$ cat config.mk
export PLATFORM = sky130hd
export DESIGN_NAME = midi_track_event_encoder_core
export DESIGN_NICKNAME = d
export VERILOG_FILES = /design/src/hdl/mtee_pkg.sv /design/src/hdl/mtee_front.sv /design/src/hdl/mtee_queue.sv /design/src/hdl/mtee_back.sv /design/src/hdl/midi_track_event_encoder_core.sv
export SDC_FILE = /design/constraint.sdc
export NUM_CORES = 1
export LEC_CHECK = 0
export BUFFER_PORTS_ARGS = -buffer_cell sky130_fd_sc_hd__buf_2
export CORE_MARGIN = 8
export CORE_UTILIZATION = 54
export CTS_CLUSTER_SIZE = 14
export DETAILED_ROUTE_END_ITERATION = 12
export GPL_TIMING_DRIVEN = 0
export PLACE_DENSITY = 0.74
export SLEW_MARGIN = 15
export SYNTH_ARGS = -nofsm -noshare
export SYNTH_HDL_FRONTEND = slang
export SYNTH_SLANG_ARGS = --single-unit
$ cat constraint.sdc
create_clock -name clk -period 5.4 [get_ports clk]
set_clock_uncertainty 0.2 [all_clocks]
set_input_delay 0.27 -clock clk [delete_from_list [all_inputs] [get_ports clk]]
set_output_delay 0.27 -clock clk [all_outputs]
set_load 0.005 [all_outputs]
$ cat src/hdl/mtee_pkg.sv
// Package for the MIDI track event encoder: tick width, command codes, byte constants,
// the event record passed from the front to the back, and the byte selection function.
// Depends on nothing; every other file of the block uses it.
package mtee_pkg;

  localparam int TICK_BITS = 28;
  localparam int VLQ_MAX   = (TICK_BITS + 6) / 7;
  localparam int VLQ_BITS  = VLQ_MAX * 7;
  localparam int IDX_BITS  = 3;
  localparam int ARG_BITS  = 24;

  typedef enum logic [1:0] {
    CMD_CHANNEL = 2'd0,
    CMD_TEMPO   = 2'd1,
    CMD_TIMESIG = 2'd2,
    CMD_END     = 2'd3
  } cmd_t;

  localparam logic [7:0] DELTA_ZERO     = 8'h00;
  localparam logic [7:0] META_PREFIX    = 8'hFF;
  localparam logic [7:0] META_TEMPO     = 8'h51;
  localparam logic [7:0] META_TIMESIG   = 8'h58;
  localparam logic [7:0] META_END       = 8'h2F;
  localparam logic [7:0] TEMPO_LEN      = 8'h03;
  localparam logic [7:0] TIMESIG_LEN    = 8'h04;
  localparam logic [7:0] END_LEN        = 8'h00;
  localparam logic [7:0] TIMESIG_DENOM  = 8'h02;
  localparam logic [7:0] TIMESIG_CLOCKS = 8'h18;
  localparam logic [7:0] TIMESIG_32NDS  = 8'h08;

  localparam logic [IDX_BITS-1:0] TEMPO_LAST   = 3'd6;
  localparam logic [IDX_BITS-1:0] TIMESIG_LAST = 3'd7;
  localparam logic [IDX_BITS-1:0] END_LAST     = 3'd3;

  // For a channel event arg holds {2'b0, status, data one, data two}; for a tempo
  // event the tempo value; for a time signature the numerator in its low byte.
  typedef struct packed {
    cmd_t                  cmd;
    logic                  err;
    logic [TICK_BITS-1:0]  delta;
    logic [IDX_BITS-1:0]   groups;
    logic [IDX_BITS-1:0]   last_idx;
    logic [ARG_BITS-1:0]   arg;
  } event_t;

  typedef struct packed {
    logic   valid;
    event_t ev;
  } head_t;

  function automatic logic [7:0] event_byte(event_t ev, logic [IDX_BITS-1:0] idx);
    logic [VLQ_BITS-1:0] ext;
    logic [IDX_BITS-1:0] grp;
    logic [7:0]          b;
    ext = VLQ_BITS'(ev.delta);
    grp = ev.groups - idx - 3'd1;
    b   = DELTA_ZERO;
    case (ev.cmd)
      CMD_CHANNEL: begin
        if (idx < ev.groups) begin
          for (int k = 0; k < VLQ_MAX; k++) begin
            if (grp == IDX_BITS'(k)) begin
              b = {(k != 0), ext[7*k +: 7]};
            end
          end
        end else if (idx == ev.groups) begin
          b = ev.arg[21:14];
        end else if (idx == ev.groups + 3'd1) begin
          b = {1'b0, ev.arg[13:7]};
        end else begin
          b = {1'b0, ev.arg[6:0]};
        end
      end
      CMD_TEMPO: begin
        case (idx)
          3'd0:    b = DELTA_ZERO;
          3'd1:    b = META_PREFIX;
          3'd2:    b = META_TEMPO;
          3'd3:    b = TEMPO_LEN;
          3'd4:    b = ev.arg[23:16];
          3'd5:    b = ev.arg[15:8];
          default: b = ev.arg[7:0];
        endcase
      end
      CMD_TIMESIG: begin
        case (idx)
          3'd0:    b = DELTA_ZERO;
          3'd1:    b = META_PREFIX;
          3'd2:    b = META_TIMESIG;
          3'd3:    b = TIMESIG_LEN;
          3'd4:    b = ev.arg[7:0];
          3'd5:    b = TIMESIG_DENOM;
          3'd6:    b = TIMESIG_CLOCKS;
          default: b = TIMESIG_32NDS;
        endcase
      end
      default: begin
        case (idx)
          3'd0:    b = DELTA_ZERO;
          3'd1:    b = META_PREFIX;
          3'd2:    b = META_END;
          default: b = END_LEN;
        endcase
      end
    endcase
    return b;
  endfunction

endpackage

$ cat src/hdl/mtee_front.sv
// Front end of the MIDI track event encoder: holds the previous tick, works out the
// delta and its VLQ length, and builds the event record. Depends on mtee_pkg.
module mtee_front (
  input  logic                          clk,
  input  logic                          rst_n,
  input  logic                          accept,
  input  logic [1:0]                    command,
  input  logic [mtee_pkg::TICK_BITS-1:0] tick,
  input  logic [7:0]                    status_byte,
  input  logic [6:0]                    data_one,
  input  logic [6:0]                    data_two,
  input  logic [23:0]                   micros_per_quarter,
  input  logic [7:0]                    beats_per_bar,
  output mtee_pkg::event_t              ev
);

  logic [mtee_pkg::TICK_BITS-1:0] previous_tick_r;
  logic [mtee_pkg::TICK_BITS-1:0] previous_tick_nxt;
  logic [mtee_pkg::TICK_BITS-1:0] delta;
  logic [mtee_pkg::VLQ_BITS-1:0]  delta_ext;
  logic                           late;
  logic                           is_channel;

  assign is_channel = (mtee_pkg::cmd_t'(command) == mtee_pkg::CMD_CHANNEL);
  assign previous_tick_nxt = (accept && is_channel) ? tick : previous_tick_r;
  assign late      = (tick < previous_tick_r);
  assign delta     = late ? '0 : tick - previous_tick_r;
  assign delta_ext = mtee_pkg::VLQ_BITS'(delta);

  always_comb begin
    ev.cmd      = mtee_pkg::cmd_t'(command);
    ev.err      = 1'b0;
    ev.delta    = '0;
    ev.groups   = 3'd1;
    ev.last_idx = mtee_pkg::END_LAST;
    ev.arg      = '0;
    case (mtee_pkg::cmd_t'(command))
      mtee_pkg::CMD_CHANNEL: begin
        ev.err   = late;
        ev.delta = delta;
        ev.arg   = {2'b00, status_byte, data_one, data_two};
      end
      mtee_pkg::CMD_TEMPO: begin
        ev.last_idx = mtee_pkg::TEMPO_LAST;
        ev.arg      = micros_per_quarter;
      end
      mtee_pkg::CMD_TIMESIG: begin
        ev.last_idx = mtee_pkg::TIMESIG_LAST;
        ev.arg      = {16'h0000, beats_per_bar};
      end
      default: begin
        ev.last_idx = mtee_pkg::END_LAST;
      end
    endcase
    if (is_channel) begin
      for (int g = 1; g < mtee_pkg::VLQ_MAX; g++) begin
        if ((delta_ext >> (7 * g)) != '0) begin
          ev.groups = mtee_pkg::IDX_BITS'(g + 1);
        end
      end
      ev.last_idx = ev.groups + 3'd2;
    end
  end

  always_ff @(posedge clk) begin
    if (!rst_n) begin
      previous_tick_r <= '0;
    end else begin
      previous_tick_r <= previous_tick_nxt;
    end
  end

endmodule

$ cat src/hdl/mtee_queue.sv
// Two-entry event queue between the front and the back of the MIDI track event
// encoder. Depends on mtee_pkg for the event record.
module mtee_queue (
  input  logic             clk,
  input  logic             rst_n,
  input  logic             push,
  input  mtee_pkg::event_t push_ev,
  input  logic             pop,
  output mtee_pkg::head_t  head,
  output logic             full
);

  mtee_pkg::event_t mem_r [2];
  logic             wr_ptr_r;
  logic             rd_ptr_r;
  logic [1:0]       count_r;
  logic [1:0]       count_nxt;

  assign full       = (count_r == 2'd2);
  assign head.valid = (count_r != 2'd0);
  assign head.ev    = mem_r[rd_ptr_r];

  always_comb begin
    count_nxt = count_r;
    if (push && !pop) begin
      count_nxt = count_r + 2'd1;
    end else if (pop && !push) begin
      count_nxt = count_r - 2'd1;
    end
  end

  always_ff @(posedge clk) begin
    if (push) begin
      mem_r[wr_ptr_r] <= push_ev;
    end
  end

  always_ff @(posedge clk) begin
    if (!rst_n) begin
      wr_ptr_r <= 1'b0;
      rd_ptr_r <= 1'b0;
      count_r  <= 2'd0;
    end else begin
      if (push) begin
        wr_ptr_r <= ~wr_ptr_r;
      end
      if (pop) begin
        rd_ptr_r <= ~rd_ptr_r;
      end
      count_r <= count_nxt;
    end
  end

endmodule

$ cat src/hdl/mtee_back.sv
// Back end of the MIDI track event encoder: walks the head event byte by byte into
// the output register. Depends on mtee_pkg for the event record and byte function.
module mtee_back (
  input  logic            clk,
  input  logic            rst_n,
  input  mtee_pkg::head_t head,
  output logic            pop,
  output logic            out_valid,
  input  logic            out_stall,
  output logic [7:0]      out_byte,
  output logic            out_last_byte,
  output logic            out_order_error
);

  logic                          out_valid_r;
  logic [7:0]                    out_byte_r;
  logic                          out_last_byte_r;
  logic                          out_order_error_r;
  logic [mtee_pkg::IDX_BITS-1:0] idx_r;
  logic [mtee_pkg::IDX_BITS-1:0] idx_nxt;
  logic                          advance;
  logic                          load;

  assign advance = !out_valid_r || !out_stall;
  assign load    = advance && head.valid;
  assign pop     = load && (idx_r == head.ev.last_idx);
  assign idx_nxt = pop ? '0 : idx_r + 3'd1;

  assign out_valid       = out_valid_r;
  assign out_byte        = out_byte_r;
  assign out_last_byte   = out_last_byte_r;
  assign out_order_error = out_order_error_r;

  always_ff @(posedge clk) begin
    if (load) begin
      out_byte_r        <= mtee_pkg::event_byte(head.ev, idx_r);
      out_last_byte_r   <= pop;
      out_order_error_r <= head.ev.err;
    end
  end

  always_ff @(posedge clk) begin
    if (!rst_n) begin
      out_valid_r <= 1'b0;
      idx_r       <= '0;
    end else begin
      if (advance) begin
        out_valid_r <= head.valid;
      end
      if (load) begin
        idx_r <= idx_nxt;
      end
    end
  end

`ifndef NO_ASSERTIONS
  a_idx_bound: assert property (@(posedge clk) disable iff (!rst_n)
    head.valid |-> idx_r <= head.ev.last_idx)
    else $error("byte index beyond the last byte of the head event");

  a_mid_event: assert property (@(posedge clk) disable iff (!rst_n)
    idx_r != '0 |-> head.valid)
    else $error("queue emptied part way through an event");

  a_meta_no_error: assert property (@(posedge clk) disable iff (!rst_n)
    (load && head.ev.cmd != mtee_pkg::CMD_CHANNEL) |=> !out_order_error_r)
    else $error("order error raised on a meta event word");
`endif

endmodule

$ cat src/hdl/midi_track_event_encoder_core.sv
// MIDI track event encoder, top level: front end, two-entry queue and byte back end.
// Events are written into the queue when accepted; the first byte of an event is registered
// from the queue head into the output register. Throughput: one byte per cycle while
// out_stall is low, and an event has four to eight bytes; the queue holds the event
// being emitted and one more, and the input stalls while both entries are taken.
// Reset is synchronous and active low; it clears the previous tick, queue and output valid.
module midi_track_event_encoder_core (
  input  logic                           clk,
  input  logic                           rst_n,
  input  logic                           in_valid,
  output logic                           in_stall,
  input  logic [1:0]                     in_command,
  input  logic [mtee_pkg::TICK_BITS-1:0] in_tick,
  input  logic [7:0]                     in_status_byte,
  input  logic [6:0]                     in_data_one,
  input  logic [6:0]                     in_data_two,
  input  logic [23:0]                    in_micros_per_quarter,
  input  logic [7:0]                     in_beats_per_bar,
  output logic                           out_valid,
  input  logic                           out_stall,
  output logic [7:0]                     out_byte,
  output logic                           out_last_byte,
  output logic                           out_order_error
);

  mtee_pkg::event_t ev;
  mtee_pkg::head_t  head;
  logic             accept;
  logic             full;
  logic             pop;

  assign in_stall = full;
  assign accept   = in_valid && !full;

  mtee_front u_front (
    .clk                (clk),
    .rst_n              (rst_n),
    .accept             (accept),
    .command            (in_command),
    .tick               (in_tick),
    .status_byte        (in_status_byte),
    .data_one           (in_data_one),
    .data_two           (in_data_two),
    .micros_per_quarter (in_micros_per_quarter),
    .beats_per_bar      (in_beats_per_bar),
    .ev                 (ev)
  );

  mtee_queue u_queue (
    .clk     (clk),
    .rst_n   (rst_n),
    .push    (accept),
    .push_ev (ev),
    .pop     (pop),
    .head    (head),
    .full    (full)
  );

  mtee_back u_back (
    .clk             (clk),
    .rst_n           (rst_n),
    .head            (head),
    .pop             (pop),
    .out_valid       (out_valid),
    .out_stall       (out_stall),
    .out_byte        (out_byte),
    .out_last_byte   (out_last_byte),
    .out_order_error (out_order_error)
  );

endmodule
==> results of run 1 <==
-- final cells by class --
cell class / count / area [sq um] / area share, %
Clock inverter: 14 / 149 / 1.31
Clock buffer: 18 / 429 / 3.78
Multi-Input combinational cell: 646 / 4530 / 39.9
Tap cell: 225 / 282 / 2.48
Sequential cell: 169 / 4700 / 41.4
Buffer: 45 / 181 / 1.60
Inverter: 50 / 188 / 1.65
Timing Repair Buffer: 135 / 898 / 7.90
-- routing by layer --
layer,routed length (microns),global-route usage [%]
met4,546,7.62
met1,10700,28.9
met5,0,0
met2,11900,36.1
met3,1550,4.04
-- sequential cells by signal, indices dropped and copies added, names as in the netlist, named ones only --
name / count
u_back.idx_r: 3
u_back.out_byte: 8
u_back.out_last_byte: 1
u_back.out_order_error: 1
u_back.out_valid: 1
u_front.previous_tick_r: 28
u_queue.count_r: 2
u_queue.mem_r: 122
u_queue.rd_ptr_r: 1
u_queue.wr_ptr_r: 1
-- report_power, final --
group          switching [W]  leakage (nW)  internal, W
registers          0.0000477          1.57      0.00157
clock network       0.000522         0.280     0.000685
logic               0.000606          2.38     0.000437
-- what timing repair did --
action | in CTS | in global routing
setup endpoints to repair | 5 | 3
endpoints found under the hold margin | 39 | 0
pin swaps | 0 | 0
gates resized for setup | 3 | 0
hold buffers | 34 | 0
-- cells in the final DEF (no fill, tap or decap), drive strengths merged, types with 41 or more instances in the layout --
cell type,synthesis,final
edfxtp,132,132
inv,49,52
ha,42,42
o21ai,43,43
a21oi,44,44
nor2,78,78
nand2,114,114
buf,15,115
clkbuf,31,49
mux2i,41,41
-- worst paths after layout --
kind	from	depth (start not counted)	endpoint	slack (ns)
worst max register to register	flip-flop	13	u_back.out_byte[3]	0.67
worst min register to register	u_front.previous_tick_r[17]	2	u_front.previous_tick_r[17]	0.26
worst min-delay path	in_data_one[6]	3	u_queue.mem_r[0][13]	0.01
worst max-delay path	flip-flop	13	u_back.out_byte[3]	0.67
-- critical path, cell delays in order (launching register included) --
cell	delay (ns)
sky130_fd_sc_hd__dfxtp_1	0.36
sky130_fd_sc_hd__buf_2	0.29
sky130_fd_sc_hd__buf_2	0.62
sky130_fd_sc_hd__mux2_2	0.30
sky130_fd_sc_hd__ha_1	0.15
sky130_fd_sc_hd__inv_1	0.06
sky130_fd_sc_hd__fa_1	0.50
sky130_fd_sc_hd__clkbuf_1	0.36
sky130_fd_sc_hd__buf_2	0.41
sky130_fd_sc_hd__mux4_2	0.55
sky130_fd_sc_hd__mux2i_1	0.30
sky130_fd_sc_hd__o22ai_1	0.14
sky130_fd_sc_hd__nand2_1	0.10
sky130_fd_sc_hd__nand4_1	0.09
-- per-stage QoR --
| stage | total power [W] | cell area [sq um] | instances | util, % | hold slack [ns] |
|---|---|---|---|---|---|
| global route | 0.00404 | 11400 | 1302 | 65.5 | 0.0303 |
| global placement | 0.00264 | 10400 | 1234 | 59.7 | 0.251 |
| floorplan | 0.00235 | 9590 | 911 | - | 0.169 |
| finish | 0.00387 | 11400 | 1302 | 65.5 | 0.0104 |
| detailed placement | 0.00266 | 10400 | 1237 | 60.2 | 0.257 |
| CTS | 0.00388 | 11400 | 1303 | 65.5 | 0.00686 |
-- kinds of logic (layout without fill, tap and decap cells) --
family / count (synthesis) / in the layout / share of synthesized area, %
AOI/OAI and AO/OA: 226 / 226 / 16.4
xor gates and xnor gates: 24 / 24 / 2.19
adders and majority gates: 44 / 44 / 5.90
buffers and inverters: 96 / 262 / 3.86
DFF: 169 / 169 / 49.1
muxes: 63 / 63 / 8.74
and+or+nand+nor: 289 / 289 / 13.9
==> summary.txt, run 1 <==
Run status = completed
Initial antenna violation count = 0
Max_slew headroom = 42.1%
Area of the die = 22300 sq um
Growth of design area from synthesis to finish = 18.5%
CTS max path bufs = 2
Startpoint types = flip-flop
Final weighted congestion in routability-driven placement = 0.920
Via count of the first global-routing pass = 7427
Largest cells by area after synthesis = sky130_fd_sc_hd__edfxtp_1 41%, sky130_fd_sc_hd__dfxtp_1 7.7%, sky130_fd_sc_hd__ha_1 5.5%
Horiz. Die Dim = 149 microns
Post-Synthesis Net Count = 1043
Number of unique standard cell types used by synthesis = 76
Setup Viol. Count Final = 0
Final-layout fill cell count = 1397
Cell accounting for the most synthesized area = sky130_fd_sc_hd__edfxtp_1
TritonCTS clock tree = built
Total Routing Usage GR = 22.1%
Initial standard-cell utilization of the core = 55.2%
Max cap viols = 0
Clock latency at the later pin of the worst-skew pair = 0.43 ns
Mean instance size in the synthesized netlist = 10.5 sq um
Total I/O pin count = 100
Maximum level of the CTS H-tree = 4
Root buf cell = sky130_fd_sc_hd__clkbuf_16
DP Worst Slack = -0.498 ns
Total standard cell area after synthesis = 9590 sq um
Crit path kind = flip-flop to flip-flop
Violation count after the first detailed-route iteration = 704
Total global routing overflow = 0
Total setup buffers inserted after CTS = 0
Data arrival time at the worst-slack endpoint = 4.67 ns
Final number of max-transition violations = 0
Min Clock Period, post-route = 4.73 ns
Async set or reset register ratio after synthesis = 0%
Final routed wire length divided by cell count = 18.9 microns
Maximum number of pins on one net before global-route repair = 44
Sum of routed wire length over all layers = 24600 microns
Nets = 1196
Total half-perimeter wirelength after legalization and detailed placement = 18500 microns
Critical path capture point type = flip-flop
Proportion of synthesized chip area in sequential cells = 49.1%
Number of sinks on the clock net = 169
Standby leakage power = 4.23 nW
Class of the tightest hold or removal check = input pin to flip-flop
Post-synth EDFFs = 132
DR DRC count = 0
Total negative slack = 0 ns
Post-route ant nets = 0
Data required time at the worst endpoint = 5.34 ns
Register clock-pin slew on the reported worst setup and hold paths = 0.07 ns
Number of buffers added by the clock tree synthesis step = 17
Power per unit of standard cell area = 341 nW/um^2
Antenna diode instance count = 0
Most frequently used flop master after synthesis = sky130_fd_sc_hd__edfxtp_1
Setup repair after global routing missed its margin = no
Global-route wire length before repair = 38600 microns
Setup ws final = 0.671 ns
Synth Instances = 911
Number of failing hold endpoints at the final stage = 0
Overall die height = 149 microns
Top-count cell post-synth = sky130_fd_sc_hd__edfxtp_1
Via density = 5.87
PortBufs = 98
Proportion of layout cells with a drive suffix above 1 = 16.5%
Vias after detailed routing = 7641
Measured slew at the worst slew-check pin = 0.869 ns
Number of storage elements in the synthesis netlist = 169
Router iterations before antenna repair = 6
Final critical-path share of the clock period = 87.6%
Maximum operating frequency = 0.211 GHz
Area of the core = 17400 sq um
Portion of synthesized cell area occupied by the leading cell type = 41.3%
Maximum fanout along the worst path = 19
Peak supply drop = 250 uV
Placement row count = 48
YS warnings = 0
Leading post-synthesis cells by instance count = 132 x sky130_fd_sc_hd__edfxtp_1, 114 x sky130_fd_sc_hd__nand2_1, 78 x sky130_fd_sc_hd__nor2_1, 48 x sky130_fd_sc_hd__inv_1, 43 x sky130_fd_sc_hd__a21oi_1
No activity file was read; power rests on OpenSTA's default activity.
==> inputs of run 2 (changes only) <==
BUFFER_PORTS_ARGS = not set   (was -buffer_cell sky130_fd_sc_hd__buf_2)
DONT_BUFFER_PORTS = 1   (was not set)
PLACE_DENSITY = 0.69   (was 0.74)
==> run 2 against run 1 <==
Core utilization decreased by 0.37 points. Worst hold slack improved by 0.024 ns. Sequential cell count did not move. Design area fell by 0.56%. Largest power group unchanged.
==> summary.txt, run 2 (same netlist as run 1, synthesis figures left out) <==
Peak per-stage delay on the critical path = 0.60 ns
Min Clock Period, post-route = 4.62 ns
Initial antenna violation count = 0
Violation count after the first detailed-route iteration = 708
Global-route wire length before repair = 38900 microns
Post-route ant nets = 0
Largest register by flop count = u_queue.mem_r
Clock latency at the later pin of the worst-skew pair = 0.43 ns
DP Worst Slack = -0.433 ns
Total global routing overflow = 0
Power per unit of standard cell area = 342 nW/um^2
Placed instance count = 1139
Vias after detailed routing = 7494
Number of buffers added by the clock tree synthesis step = 17
Peak supply drop = 246 uV
Final routed wire length divided by cell count = 19.7 microns
Critical path capture point type = flip-flop
Total Routing Usage GR = 22.4%
Growth of design area from synthesis to finish = 17.9%
Cells along the critical path = buf_2 -> buf_2 -> mux2_2 -> ha_1 -> inv_1 -> fa_1 -> clkbuf_1 -> buf_2 -> mux4_2 -> mux2i_1 -> o22ai_1 -> nand2_1 -> nand4_1
Overall die height = 149 microns
Buffering stage count on the worst path with inverters included = 5
Nets = 1138
Max reg flops = 122
Root buf cell = sky130_fd_sc_hd__clkbuf_16
Proportion of layout cells with a drive suffix above 1 = 7.95%
Post-route non-filler standard cell count = 1244
Max cap viols = 0
Antenna diode instance count = 0
Via density = 6.02
Maximum fanout along the worst path = 19
Total negative slack = 0 ns
Register clock-pin slew on the reported worst setup and hold paths = 0.07 ns
Final critical-path share of the clock period = 85.6%
Setup ws final = 0.780 ns
Slowest cell on the critical path = sky130_fd_sc_hd__buf_2
Top Family by Delay on Critical Path = buffers and inverters
Area of all placed cells without fillers = 11300 sq um
Crit path kind = flip-flop to flip-flop
Area of the die = 22300 sq um
Setup repair after global routing missed its margin = no
Maximum number of pins on one net before global-route repair = 45
Final weighted congestion in routability-driven placement = 0.946
CTS max path bufs = 2
Number of sinks on the clock net = 169
TritonCTS clock tree = built
Via count of the first global-routing pass = 7321
Area of the core = 17400 sq um
Run status = completed
Total half-perimeter wirelength after legalization and detailed placement = 17900 microns
Placement row count = 48
Min Hold Slack = 0.0342 ns
Maximum level of the CTS H-tree = 4
Maximum operating frequency = 0.216 GHz
Measured slew at the worst slew-check pin = 0.853 ns
Data arrival time at the worst-slack endpoint = 4.56 ns
DR DRC count = 0
Max_slew headroom = 43.1%
Most common cell after layout, fill and taps aside = sky130_fd_sc_hd__edfxtp_1
Leading cell types in the layout, fill and taps excluded = 132 x sky130_fd_sc_hd__edfxtp_1, 114 x sky130_fd_sc_hd__nand2_1, 78 x sky130_fd_sc_hd__nor2_1
Placement-stage cell area = 9960 sq um
Router iterations before antenna repair = 6
Hold path start = in_data_two[4]
Number of failing hold endpoints at the final stage = 0
Startpoint types = flip-flop
Horiz. Die Dim = 149 microns
Most frequent CP cell = sky130_fd_sc_hd__buf_2
Setup Viol. Count Final = 0
Standby leakage power = 3.98 nW
PortBufs = 0
Data required time at the worst endpoint = 5.34 ns
Initial standard-cell utilization of the core = 55.2%
Class of the tightest hold or removal check = input pin to flip-flop
Sum of routed wire length over all layers = 24500 microns
Total I/O pin count = 100
Final number of max-transition violations = 0
==> run 2: where the power goes <==
group	switching (W)	internal, W	total [W]
sequential	0.0000539	0.00157	0.00163
combinational	0.000587	0.000422	0.00101
clock	0.000518	0.000712	0.00123
total	0.00116	0.00271	0.00387
==> run 2: layout make-up <==
class,instances,area [sq um]
Clock inverter,12,140
Timing Repair Buffer,77,816
Tap cell,225,282
Sequential cell,169,4700
Fill cell,1331,6050
Buffer,45,181
Multi-Input combinational cell,646,4530
Inverter,50,188
Clock buffer,20,457
==> run 2: metal layers <==
metal	up-vias	routed length [microns]	share of wire, %	GRT usage [%]
met4	0	414	1.7	6.87
met3	37	1780	7.3	4.37
met5	-	0	0	0
li1	3587	-	-	-
met2	306	11800	48	36.2
met1	3564	10600	43	29.8
==> run 2: worst paths after layout <==
check                                      to  slack (ns)  depth (start not counted)
hold / removal            u_queue.mem_r[0][4]        0.03                          2
setup / recovery           u_back.out_byte[2]        0.78                         13
setup reg to reg           u_back.out_byte[2]        0.78                         13
hold reg to reg   u_front.previous_tick_r[19]        0.26                          2
==> run 2: stage by stage <==
stage               utilization (%)  total power [W]
CTS                            65.1          0.00388
global route                   65.1          0.00405
finish                         65.1          0.00387
detailed placement             57.4          0.00261
floorplan                         -          0.00235
global placement               56.9          0.00258
==> run 2: timing repair <==
| action | in CTS | in global routing |
|---|---|---|
| hold buffers | 74 | 0 |
| endpoints found under the setup margin | 5 | 4 |
| hold endpoints to repair | 81 | 0 |
| setup buffers | 0 | 0 |
| gates resized for setup | 3 | 0 |
==> inputs of run 3 (changes only) <==
CORE_UTILIZATION = 50   (was 54)
PLACE_DENSITY = not set   (was 0.69)
PLACE_DENSITY_LB_ADDON = 0.25   (was not set)
==> run 3 against run 2 <==
Routed wire length is 1.9% higher. Register-to-register slack worse by 0.36 ns. Global-route usage is 1.5 points lower. Worst hold slack hardly changed. Die area is 7.1% higher. Design area is 0.23% higher. Combinational power hardly changed. Maximum frequency is 7.3% lower. Clock-buffer cell count is 2 lower. Sequential power hardly changed. Critical endpoint unchanged.
==> summary.txt, run 3 (same netlist as run 1, synthesis figures left out) <==
Run status = completed
Post-route ant nets = 0
Number of failing hold endpoints at the final stage = 0
Overall die height = 154 microns
Final-layout fill cell count = 1582
Startpoint types = flip-flop
Most frequent CP cell = sky130_fd_sc_hd__buf_2
GR Util met1 = 27.3%
Via density = 5.99
Growth of design area from synthesis to finish = 18.1%
Setup repair after global routing missed its margin = no
Peak per-stage delay on the critical path = 0.54 ns
Largest register by flop count = u_queue.mem_r
Number of sinks on the clock net = 169
Crit path kind = flip-flop to flip-flop
Via count of the first global-routing pass = 7420
Violation count after the first detailed-route iteration = 615
Hold path start = in_tick[0]
Critical path capture point type = flip-flop
Standby leakage power = 4.00 nW
Max_slew headroom = 26.3%
Leading cell types in the layout, fill and taps excluded = 132 x sky130_fd_sc_hd__edfxtp_1, 114 x sky130_fd_sc_hd__nand2_1, 78 x sky130_fd_sc_hd__nor2_1
Tot Pwr = 0.00384 W
Maximum operating frequency = 0.201 GHz
Area of the core = 18800 sq um
TritonCTS clock tree = built
Final critical-path share of the clock period = 92.3%
Min Clock Period, post-route = 4.98 ns
Power per unit of standard cell area = 339 nW/um^2
Worst r2r dst = u_back.out_byte[2]
Vias after detailed routing = 7525
Slowest cell on the critical path = sky130_fd_sc_hd__mux4_2
Terminating pin of the worst hold path = u_queue.mem_r[0][30]
Horiz. Die Dim = 154 microns
Nets = 1142
Setup Viol. Count Final = 0
Final routed wire length divided by cell count = 19.9 microns
Proportion of layout cells with a drive suffix above 1 = 8.02%
Total Routing Usage GR = 20.9%
Router iterations before antenna repair = 7
Hold path depth = 3
DR DRC count = 0
Sum of routed wire length over all layers = 25000 microns
PortBufs = 0
Total global routing overflow = 0
Peak supply drop = 246 uV
Max reg flops = 122
Total I/O pin count = 100
Data required time at the worst endpoint = 5.34 ns
Final number of max-transition violations = 0
Total half-perimeter wirelength after legalization and detailed placement = 18200 microns
Initial standard-cell utilization of the core = 51.1%
Buffering stage count on the worst path with inverters included = 6
Met3 global-route usage = 3.54%
Top Family by Delay on Critical Path = buffers and inverters
Maximum number of pins on one net before global-route repair = 43
Maximum level of the CTS H-tree = 4
Antenna diode instance count = 0
Maximum fanout along the worst path = 10
Global-route wire length before repair = 39300 microns
Root buf cell = sky130_fd_sc_hd__clkbuf_16
Most common cell after layout, fill and taps aside = sky130_fd_sc_hd__edfxtp_1
Routing layer with the top usage in global route = met2
Class of the tightest hold or removal check = input pin to flip-flop
Number of buffers added by the clock tree synthesis step = 17
Area of the die = 23900 sq um
Register-to-Register Setup Slack = 0.42 ns
Total setup buffers inserted after CTS = 0
Clock latency at the later pin of the worst-skew pair = 0.43 ns
Routing usage on met2 = 35.2%
Final weighted congestion in routability-driven placement = 0.928
Max cap viols = 0
Min Hold Slack = 0.0345 ns
Register clock-pin slew on the reported worst setup and hold paths = 0.07 ns
Measured slew at the worst slew-check pin = 1.10 ns
Reg2reg path depth = 14
Placement row count = 50
Data arrival time at the worst-slack endpoint = 4.92 ns
CTS max path bufs = 2
Initial antenna violation count = 0
Cells along the critical path = buf_2 -> buf_2 -> clkdlybuf4s15_2 -> mux2_2 -> ha_1 -> inv_1 -> fa_1 -> clkbuf_1 -> buf_2 -> mux4_2 -> mux2i_1 -> o22ai_1 -> nand2_1 -> nand4_1
==> run 3: metal layers <==
layer	share of wire (%)	vias to the layer above
met1	44	3620
met3	6.0	28
met2	49	276
met4	1.3	0
li1	-	3601
met5	0	-
==> run 3: worst min-delay path, delay by kind of cell <==
kind / cells / cell delay [ns]
fa+ha+maj: 1 / 0.13
buf+inv: 1 / 0.04
simple gates: 1 / 0.05
==> run 3: final cells by class <==
cell class	instances	area, sq um	share of cell area [%]
Timing Repair Buffer	80	846	7.47
Tap cell	234	293	2.58
Buffer	46	193	1.70
Clock inverter	14	128	1.13
Sequential cell	169	4700	41.5
Clock buffer	18	450	3.98
Multi-Input combinational cell	646	4530	40.0
Inverter	50	188	1.66
==> run 3: what timing repair did <==
action	CTS	global route
endpoints found under the setup margin	5	0
hold buffers	77	0
gates resized for setup	4	0
endpoints found under the hold margin	81	0
==> run 3: how the worst max path moves through the flow <==
stage               startpoint            endpoint  slack (ns)  depth (start not counted)
floorplan            flip-flop  u_back.out_byte[2]        0.82                         14
finish               flip-flop  u_back.out_byte[2]        0.42                         14
CTS                  flip-flop  u_back.out_byte[2]        0.31                         14
detailed placement   flip-flop  u_back.out_byte[0]       -0.55                         14
global placement     flip-flop  u_back.out_byte[2]       -0.43                         14
global route         flip-flop  u_back.out_byte[2]        0.10                         14
==> run 3: per-stage QoR <==
stage / cells / cell area, sq um / util, % / worst slack, ns / setup TNS [ns]
6_report: 1257 / 11300 / 60.4 / 0.415 / 0
5_1_grt: 1257 / 11300 / 60.4 / 0.102 / 0
4_1_cts: 1257 / 11300 / 60.4 / 0.314 / 0
3_5_place_dp: 1148 / 9970 / 53.1 / -0.550 / -2.37
3_3_place_gp: 1145 / 9880 / 52.7 / -0.430 / -24.58
2_1_floorplan: 911 / 9590 / - / 0.824 / 0
==> run 3: report_power, final <==
part	total (W)	leakage [nW]	internal, W	switching (W)
clock network	0.00120	0.291	0.000638	0.000560
logic	0.00102	2.15	0.000425	0.000592
registers	0.00163	1.57	0.00157	0.0000527
